--- src/rtl/sacache_pkg.sv ---
// Shared types, sizing constants and helper functions for the set-associative tag cache.
// No dependencies; used by set_assoc_cache_tag_model_unit.
`default_nettype none

package sacache_pkg;

  // Geometry
  localparam int unsigned INDEX_BITS   = 4;
  localparam int unsigned WAYS         = 2;
  localparam int unsigned ADDRESS_BITS = 24;

  // Fixed field widths
  localparam int unsigned ADDR_FIELD_W = 24;
  localparam int unsigned COUNT_W      = 32;
  localparam int unsigned LFSR_W       = 16;

  // Derived sizes
  localparam int unsigned ADDR_USED_W = (ADDRESS_BITS < ADDR_FIELD_W) ? ADDRESS_BITS
                                                                       : ADDR_FIELD_W;
  localparam int unsigned SETS    = 1 << INDEX_BITS;
  localparam int unsigned TAG_LSB = 2 + INDEX_BITS;
  localparam int unsigned TAG_W   = ADDR_USED_W - TAG_LSB;
  localparam int unsigned WAY_W   = (WAYS > 1) ? $clog2(WAYS) : 1;

  localparam logic [LFSR_W-1:0]  LFSR_SEED = 16'hACE1;
  localparam logic [COUNT_W-1:0] COUNT_MAX = '1;

  // Reciprocal for lfsr mod WAYS: exact for all 16-bit values when WAYS <= 4
  localparam int unsigned RECIP_SH = LFSR_W + 2;
  localparam int unsigned RECIP_W  = RECIP_SH + 1;
  localparam int unsigned PROD_W   = LFSR_W + RECIP_W;
  localparam logic [RECIP_W-1:0] WAY_RECIP = RECIP_W'((2 ** RECIP_SH) / WAYS + 1);

  localparam logic CMD_READ  = 1'b0;
  localparam logic CMD_WRITE = 1'b1;

  typedef logic [TAG_W-1:0] tag_t;
  typedef tag_t [WAYS-1:0]  tag_row_t;

  typedef struct packed {
    logic                    command;
    logic [ADDR_FIELD_W-1:0] address;
  } cache_req_t;

  typedef struct packed {
    logic               hit;
    logic [COUNT_W-1:0] read_total;
    logic [COUNT_W-1:0] write_total;
    logic [COUNT_W-1:0] hit_total;
    logic [COUNT_W-1:0] miss_total;
  } cache_rsp_t;

  // Fibonacci LFSR x^16+x^14+x^13+x^11+1, shifting right
  function automatic logic [LFSR_W-1:0] lfsr_step(logic [LFSR_W-1:0] l);
    logic fb;
    fb = l[0] ^ l[2] ^ l[3] ^ l[5];
    return {fb, l[LFSR_W-1:1]};
  endfunction

  // Victim way = lfsr mod WAYS, by reciprocal multiply and small correction
  function automatic logic [WAY_W-1:0] lfsr_way(logic [LFSR_W-1:0] l);
    logic [PROD_W-1:0] prod;
    logic [LFSR_W-1:0] quo;
    logic [LFSR_W-1:0] rem;
    prod = PROD_W'(l) * PROD_W'(WAY_RECIP);
    quo  = prod[RECIP_SH +: LFSR_W];
    rem  = l - LFSR_W'(quo * LFSR_W'(WAYS));
    return rem[WAY_W-1:0];
  endfunction

  function automatic logic [COUNT_W-1:0] sat_inc(logic [COUNT_W-1:0] v);
    return (v == COUNT_MAX) ? v : v + COUNT_W'(1);
  endfunction

endpackage

`default_nettype wire

--- src/rtl/set_assoc_cache_tag_model_unit.sv ---
// Request and tag row are registered; the compare then loads the output register.
// A new access is taken only once the last is done. The set's row is read, then
// compared and the updated row written back. A finished result waits in the output
// register while the next access is taken; it stalls until that register is free.
// Reset clears valid bits and counters, and loads the LFSR seed. The tag RAM itself
// is not cleared; its entries are gated by the valid bits. Depends on sacache_pkg.
`default_nettype none

module set_assoc_cache_tag_model_unit (
  input  wire logic                    clk_i,
  input  wire logic                    rst_ni,
  input  wire logic                    in_valid_i,
  output      logic                    in_ready_o,
  input  wire sacache_pkg::cache_req_t in_data_i,
  output      logic                    out_valid_o,
  input  wire logic                    out_ready_i,
  output      sacache_pkg::cache_rsp_t out_data_o
);
  import sacache_pkg::*;

  // Tag RAM: one row per set, all ways side by side
  tag_row_t tag_mem [SETS];
  tag_row_t rdata_q;

  logic [SETS-1:0][WAYS-1:0] valid_q, valid_d;
  logic                      busy_q;
  cache_req_t                req_q;
  logic [LFSR_W-1:0]         lfsr_q;
  logic [COUNT_W-1:0]        rd_cnt_q, wr_cnt_q, hit_cnt_q, miss_cnt_q;
  logic [COUNT_W-1:0]        rd_cnt_d, wr_cnt_d, hit_cnt_d, miss_cnt_d;
  logic                      out_valid_q;
  cache_rsp_t                out_q;

  logic                  in_xfer, out_free, done;
  logic [INDEX_BITS-1:0] in_set, set_c;
  tag_t                  tag_c;
  logic [WAY_W-1:0]      way_c;
  logic                  is_write, hit_c, mem_we;
  tag_row_t              row_d;

  // Handshake
  assign in_ready_o  = !busy_q;
  assign in_xfer     = in_valid_i && in_ready_o;
  assign out_free    = !out_valid_q || out_ready_i;
  assign done        = busy_q && out_free;
  assign out_valid_o = out_valid_q;
  assign out_data_o  = out_q;

  assign in_set = in_data_i.address[2 +: INDEX_BITS];

  // Decode the held access
  assign set_c    = req_q.address[2 +: INDEX_BITS];
  assign tag_c    = req_q.address[TAG_LSB +: TAG_W];
  assign way_c    = lfsr_way(lfsr_q);
  assign is_write = (req_q.command == CMD_WRITE);

  // Tag compare across the set; a write never looks up
  always_comb begin
    hit_c = 1'b0;
    for (int w = 0; w < WAYS; w++) begin
      if (valid_q[set_c][w] && (rdata_q[w] == tag_c)) hit_c = 1'b1;
    end
    if (is_write) hit_c = 1'b0;
  end

  assign mem_we = done && (is_write || !hit_c);

  // Replacement row and valid update
  always_comb begin
    valid_d = valid_q;
    for (int w = 0; w < WAYS; w++) begin
      row_d[w] = (way_c == WAY_W'(w)) ? tag_c : rdata_q[w];
    end
    if (mem_we) valid_d[set_c][way_c] = 1'b1;
  end

  // Statistics
  always_comb begin
    rd_cnt_d   = rd_cnt_q;
    wr_cnt_d   = wr_cnt_q;
    hit_cnt_d  = hit_cnt_q;
    miss_cnt_d = miss_cnt_q;
    if (done) begin
      if (is_write) begin
        wr_cnt_d = sat_inc(wr_cnt_q);
      end else begin
        rd_cnt_d = sat_inc(rd_cnt_q);
        if (hit_c) begin
          hit_cnt_d = sat_inc(hit_cnt_q);
        end else begin
          wr_cnt_d   = sat_inc(wr_cnt_q);
          miss_cnt_d = sat_inc(miss_cnt_q);
        end
      end
    end
  end

  // Tag RAM read port, registered data
  always_ff @(posedge clk_i) begin
    if (in_xfer) rdata_q <= tag_mem[in_set];
  end

  // Tag RAM write port
  always_ff @(posedge clk_i) begin
    if (mem_we) tag_mem[set_c] <= row_d;
  end

  // Request hold register
  always_ff @(posedge clk_i) begin
    if (in_xfer) req_q <= in_data_i;
  end

  // Control, valid bits, counters, LFSR
  always_ff @(posedge clk_i or negedge rst_ni) begin
    if (!rst_ni) begin
      busy_q      <= 1'b0;
      valid_q     <= '0;
      lfsr_q      <= LFSR_SEED;
      rd_cnt_q    <= '0;
      wr_cnt_q    <= '0;
      hit_cnt_q   <= '0;
      miss_cnt_q  <= '0;
      out_valid_q <= 1'b0;
    end else begin
      if (in_xfer) begin
        busy_q <= 1'b1;
      end else if (done) begin
        busy_q <= 1'b0;
      end
      if (done) lfsr_q <= lfsr_step(lfsr_q);
      valid_q    <= valid_d;
      rd_cnt_q   <= rd_cnt_d;
      wr_cnt_q   <= wr_cnt_d;
      hit_cnt_q  <= hit_cnt_d;
      miss_cnt_q <= miss_cnt_d;
      if (done) begin
        out_valid_q <= 1'b1;
      end else if (out_ready_i) begin
        out_valid_q <= 1'b0;
      end
    end
  end

  // Output register payload
  always_ff @(posedge clk_i) begin
    if (done) begin
      out_q.hit         <= hit_c;
      out_q.read_total  <= rd_cnt_d;
      out_q.write_total <= wr_cnt_d;
      out_q.hit_total   <= hit_cnt_d;
      out_q.miss_total  <= miss_cnt_d;
    end
  end

`ifndef SYNTHESIS
  a_accept_busy : assert property (@(posedge clk_i) disable iff (!rst_ni)
    in_xfer |=> busy_q)
    else $error("access accepted but not held for lookup");

  a_done_result : assert property (@(posedge clk_i) disable iff (!rst_ni)
    done |=> (out_valid_q && !busy_q))
    else $error("finished lookup did not load the output register");

  a_lfsr_live : assert property (@(posedge clk_i) disable iff (!rst_ni)
    lfsr_q != '0)
    else $error("way picker LFSR locked at zero");

  a_hit_no_fill : assert property (@(posedge clk_i) disable iff (!rst_ni)
    (done && hit_c) |=> $stable(valid_q))
    else $error("read hit changed valid bits");
`endif

endmodule

`default_nettype wire

--- config.mk ---
export PLATFORM = sky130hd
export DESIGN_NAME = set_assoc_cache_tag_model_unit
export DESIGN_NICKNAME = d
export VERILOG_FILES = /design/src/rtl/sacache_pkg.sv /design/src/rtl/set_assoc_cache_tag_model_unit.sv
export SDC_FILE = /design/constraint.sdc
export NUM_CORES = 1
export LEC_CHECK = 0
export ABC_CLOCK_PERIOD_IN_PS = 6950
export BUFFER_PORTS_ARGS = -buffer_cell sky130_fd_sc_hd__buf_2
export CAP_MARGIN = 15
export CORE_ASPECT_RATIO = 0.9
export CORE_MARGIN = 2
export CORE_UTILIZATION = 35
export DETAILED_ROUTE_END_ITERATION = 12
export PLACE_DENSITY = 0.54
export SLEW_MARGIN = 10
export SYNTH_ARGS = -nofsm -noshare
export SYNTH_HDL_FRONTEND = slang
export SYNTH_SLANG_ARGS = --single-unit
export TNS_END_PERCENT = 100
--- constraint.sdc ---
create_clock -name clk_i -period 6.95 [get_ports clk_i]
set_clock_uncertainty 0.2 [all_clocks]
set_input_delay 0.3475 -clock clk_i [delete_from_list [all_inputs] [get_ports clk_i]]
set_output_delay 0.3475 -clock clk_i [all_outputs]
set_load 0.03 [all_outputs]
# After elaboration in Yosys (flattened, before gate mapping)
# Memory sizes are Yosys's and may differ from the RTL's. A register that Yosys moved wholly into a read port is not among the register bits.
# Index checks and enable logic that the tools add are counted.
# word_totals
regBits	332
ramBits	576
input_bits	29
n_memories	1
# mem_list
memory	words	word_bits	read_ports	rd_ports_with_merged_regs	write_ports	line	text
tag_mem	16	36	1	1	1	set_assoc_cache_tag_model_unit.sv:22	tag_row_t tag_mem [SETS];
# op_classes
n_addsub	5
order_cmp	4
eq_ne	6
mux	32
n_bitwise	4
n_reduce_logical	14
# op_table
operator	n
32-bit 2-to-1 mux	15
32-bit by 1-bit adder with 32-bit output, second input constant	4
32-bit equality test, second input constant	4
18-bit equality test	2
18-bit 2-to-1 mux	2
32-bit OR	1
1-bit 2-to-1 mux	10
2-bit binary-select mux with 4-bit select	1
2-bit demux with 4-bit select	1
1-bit logical AND	7
4-bit by 5-bit less-than comparator with 1-bit output, second input constant	1
4-bit by 1-bit greater-or-equal comparator with 1-bit output, second input constant	1
2-bit 2-to-1 mux	2
2-bit nonzero test	2
1-bit zero test	3
1-bit bitwise XOR	3
1-bit logical OR	2
1-bit by 2-bit less-than comparator with 1-bit output, second input constant	1
1-bit demux with 1-bit select	1
1-bit greater-or-equal comparator, second input constant	1
1-bit subtractor, second input constant	1

# Logic depth before layout (Yosys ltp)
# logic_depth
word_depth	11
mapped_depth	11
ltp_nobuf	8

# Worst setup path after synthesis
# No wires, ideal clock.
# synth_timing
kind	register -> register
start	register req_q[2] (netlist name)
end	memory tag_mem[0][0] (netlist name), enable pin
setup_ns	0.532
arrival_ns	5.584
t_required_ns	6.218
setup_slack_ns	0.633
path_stages_with_launch	10
path_buffers	2
synth_period_minus_slack_ns	6.317
cell_sequence	edfxtp_1 buf_6 mux4_2 a22oi_1 nand3_1 nand4_4 a21oi_4 buf_6 nor2_1 nor4b_1
# synth_via
elab_chain_cells	11
word_cells_on_any_way	12
# synth_rtl
item	line	text
start: declaration	set_assoc_cache_tag_model_unit.sv:27	cache_req_t req_q;
start signal: assignment	set_assoc_cache_tag_model_unit.sv:110	if (in_xfer) req_q <= in_data_i;
2-bit binary-select mux with 4-bit select	set_assoc_cache_tag_model_unit.sv:61	if (valid_q[set_c][w] && (rdata_q[w] == tag_c)) hit_c = 1'b1;
2-bit 2-to-1 mux (implied by the code)	set_assoc_cache_tag_model_unit.sv:61	
1-bit logical AND	set_assoc_cache_tag_model_unit.sv:61	
1-bit 2-to-1 mux (2 in a row)	set_assoc_cache_tag_model_unit.sv:61	
1-bit 2-to-1 mux	set_assoc_cache_tag_model_unit.sv:63	if (is_write) hit_c = 1'b0;
1-bit zero test	set_assoc_cache_tag_model_unit.sv:66	assign mem_we = done && (is_write || !hit_c);
1-bit logical OR	set_assoc_cache_tag_model_unit.sv:66	
1-bit logical AND	set_assoc_cache_tag_model_unit.sv:66	
1-bit 2-to-1 mux	set_assoc_cache_tag_model_unit.sv:105	if (mem_we) tag_mem[set_c] <= row_d;
1-bit 2-to-1 mux (implied by the code)	set_assoc_cache_tag_model_unit.sv:105	
end: declaration	set_assoc_cache_tag_model_unit.sv:22	
# Parallel ways exist; a longest one is shown, timed or not. The select of a mux whose other input is x is not followed.

# Worst setup path in the final report
# layout_timing
start	register req_q[2] (netlist name)
end	memory tag_mem[8][8] (netlist name), enable pin
# Same word-level chain as after synthesis.

==> results.toml <==
[floorplan]
die_y_um = 311
ios = 160
core_um2 = 104000
die_w_um = 346
core.rowCount = 112
die_area_um2 = 108000
initial_utilization = 0.354

[route]
viasPerCell = 5.16
drtIter0Drc = 1486
wl_mm = 82.5
wl_met1_mm = 38.7
wire_per_inst_um = 23.1
drc = 0
vias = 18402
ant_nets = 0
dr_wl_met2_mm = 37.9
met3_length_mm = 4.32
first_pass_iters = 5
highest_layer = "met4"

[clocking]
clock_sinks = 942
cts_buffers = 99
post-cts-setup-buffers = 0
worstSkewPairLatency_ns = 0.66
cts.path.max_buffers = 3
clk_pin_slew_ns = 0.06
cts_resized = 0
root_buffer = "clkbuf_16"
htree_levels = 3
cts_tree = "yes"
hold_buffers = 22

[logic_synthesis]
synth_nets = 1918
seq_area_frac_synth = 0.746
synth_area_per_cell_um2 = 19.5
async_flop_share = 0.189
ys_warn_count = 0
ys.flop_type = "edfxtp_1"
syn-cell-area_um2 = 36800
yosys.area.top_type = "edfxtp_1"
synth_cell_types = 51
synth_edf_count = 764
synth_top_area_frac = 0.624
syn_inst = 1885
synth_area_leaders = "edfxtp_1 62%, dfrtp_1 12%, mux4_2 12%, xnor2_1 2.3%, xor2_1 1.6%"
synth_seq_cells = 942

[grt]
grt_pass1_wl_mm = 124
track_usage = 0.153
grt_max_degree = 86
grt_overflow = 0
grt_pass1_vias = 18958
antenna_found_initial = 1

[pwr]
totalPowerFinal_mw = 14.4
peakVddDrop_v = 0.000208
p_leak_nw = 14.8
powerDensity_nw_per_um2 = 338

[final_layout]
final_common_cell = "edfxtp_1"
nets = 2153
area_growth_pct = 16.3
num_antenna_cells = 0
drive_gt1_frac = 0.289
design_area_um2 = 42700
layout_common_cells = "764 x edfxtp_1, 188 x mux4_2, 170 x dfrtp_1, 153 x buf_2, 103 x clkbuf_16"

[placed_design]
hpwl_mm = 45.3
gp_congestion = 0.746
port_buffers = 157
dpl_cell_area_um2 = 39300

[setup_path]
critPathKind = "flop to flop"
arrival_ns = 4.41
critPathMaxFanout = 36
r2r_cells = 8
cp_data_required_time_ns = 7.02
startpoint_type = "flop"
cp-end-kind = "flop"

[timing]
period_needed_ns = 4.34
hold_viol = 0
tightest_slew_ns = 1.05
fmax_mhz = 230
period_share = 0.625
rsz0062_at_grt = "false"
hold_ws_ns = 0.0835
maxSlewViolCount = 0
fin_tns_setup_ns = 0
final-setup-viol-count = 0
timing.slew.headroom = 0.299

[run]
max-cap-violations = 0

[worst_hold_path]
hp-class = "input port to asynchronous set/reset pin"

[run_status]
status = "finished clean"
-- critical path: stages, from the launching register on --
cell and delay, ns:
edfxtp_1 0.92, mux4_2 0.59, a22oi_1 0.23, nand3_1 0.19, nand3_2 0.26, a21oi_4 0.28, nor2_1 0.27, nor4b_2 0.25
buf_4 0.71
-- synthesized netlist by cell type (2+ instances only) --
master and instances:
dfrtp_1 170, dfstp_2 8, nand2b_1 7, nor3_1 37, buf_4 2, buf_2 20, and3_1 26, inv_1 12
nand3_1 53, a21o_1 16, and2_1 10, xor2_1 67, ha_1 4, and4_1 11, nand2_1 98, nor4_2 21
buf_1 10, a22oi_1 2, nor3_2 6, buf_6 4, mux2_2 39, xnor2_1 95, nor4_4 2, nand4b_1 2
edfxtp_1 764, or2_2 6, mux4_2 188, nor2b_1 3, clkbuf_1 44, nor4b_1 8, o21bai_1 16, or4_1 8
nor2_1 35, nand4_1 50, or3_1 12, nor4_1 14
-- kinds of logic after synthesis --
kind of cell,share of synthesized area
DFF,0.746
and+or+nand+nor,0.0665
muxes,0.128
xor gates and xnor gates,0.0386
buffers and inverters,0.0118
AOI/OAI and AO/OA,0.00844
adders and majority gates,0.00136
-- sequential cells by signal, summed over array words and instances (netlist names), 32 cells and up --
| name | flops |
|---|---|
| hit_cnt_q | 32 |
| miss_cnt_q | 32 |
| out_data_o | 129 |
| rd_cnt_q | 32 |
| rdata_q | 36 |
| tag_mem | 576 |
| valid_q | 32 |
| wr_cnt_q | 32 |
-- layout make-up --
type / count / area [um^2]
multi-input cells: 849 / 9030
flip-flops and latches: 942 / 27400
repair buffers: 216 / 1310
fillers: 9112 / 61100
inverters: 12 / 50.0
well taps: 1368 / 1710
clock inverters: 67 / 596
clock buffers: 115 / 2620
-- metal layers --
| metal | vias to the layer above | track usage |
|---|---|---|
| met3 | 105 | 0.0292 |
| li1 | 8001 | - |
| met5 | - | 0 |
| met2 | 526 | 0.235 |
| met4 | 0 | 0.0361 |
| met1 | 9770 | 0.227 |
-- worst paths after layout --
path | slack [ns] | endpoint | from
hold / removal | 0.08 | wr_cnt_q[24] | rst_ni
hold reg to reg | 0.25 | valid_q[14] | valid_q[14]
setup reg to reg | 2.61 | tag_mem[8][8] | req_q[2]
min in group clk_i | 0.21 | req_q[4] | in_data_i[4]
setup / recovery | 2.61 | tag_mem[8][8] | req_q[2]
max in group asynchronous | 5.19 | rd_cnt_q[3] | rst_ni
-- per-stage QoR --
step           utilization  setup WS, ns  std cells
2_1_floorplan            -         0.633       1885
3_3_place_gp         0.378          2.68       3365
3_5_place_dp         0.378          2.62       3365
4_1_cts              0.411          2.58       3569
5_1_grt              0.411          2.36       3569
6_report             0.411          2.61       3569
-- report_power, final --
part           switching (mW)  internal [mW]
registers               0.271           6.91
clock network            2.18           3.07
logic                    1.46          0.548
total                    3.91           10.5
Note: power is estimated with default switching activity, not from simulation.
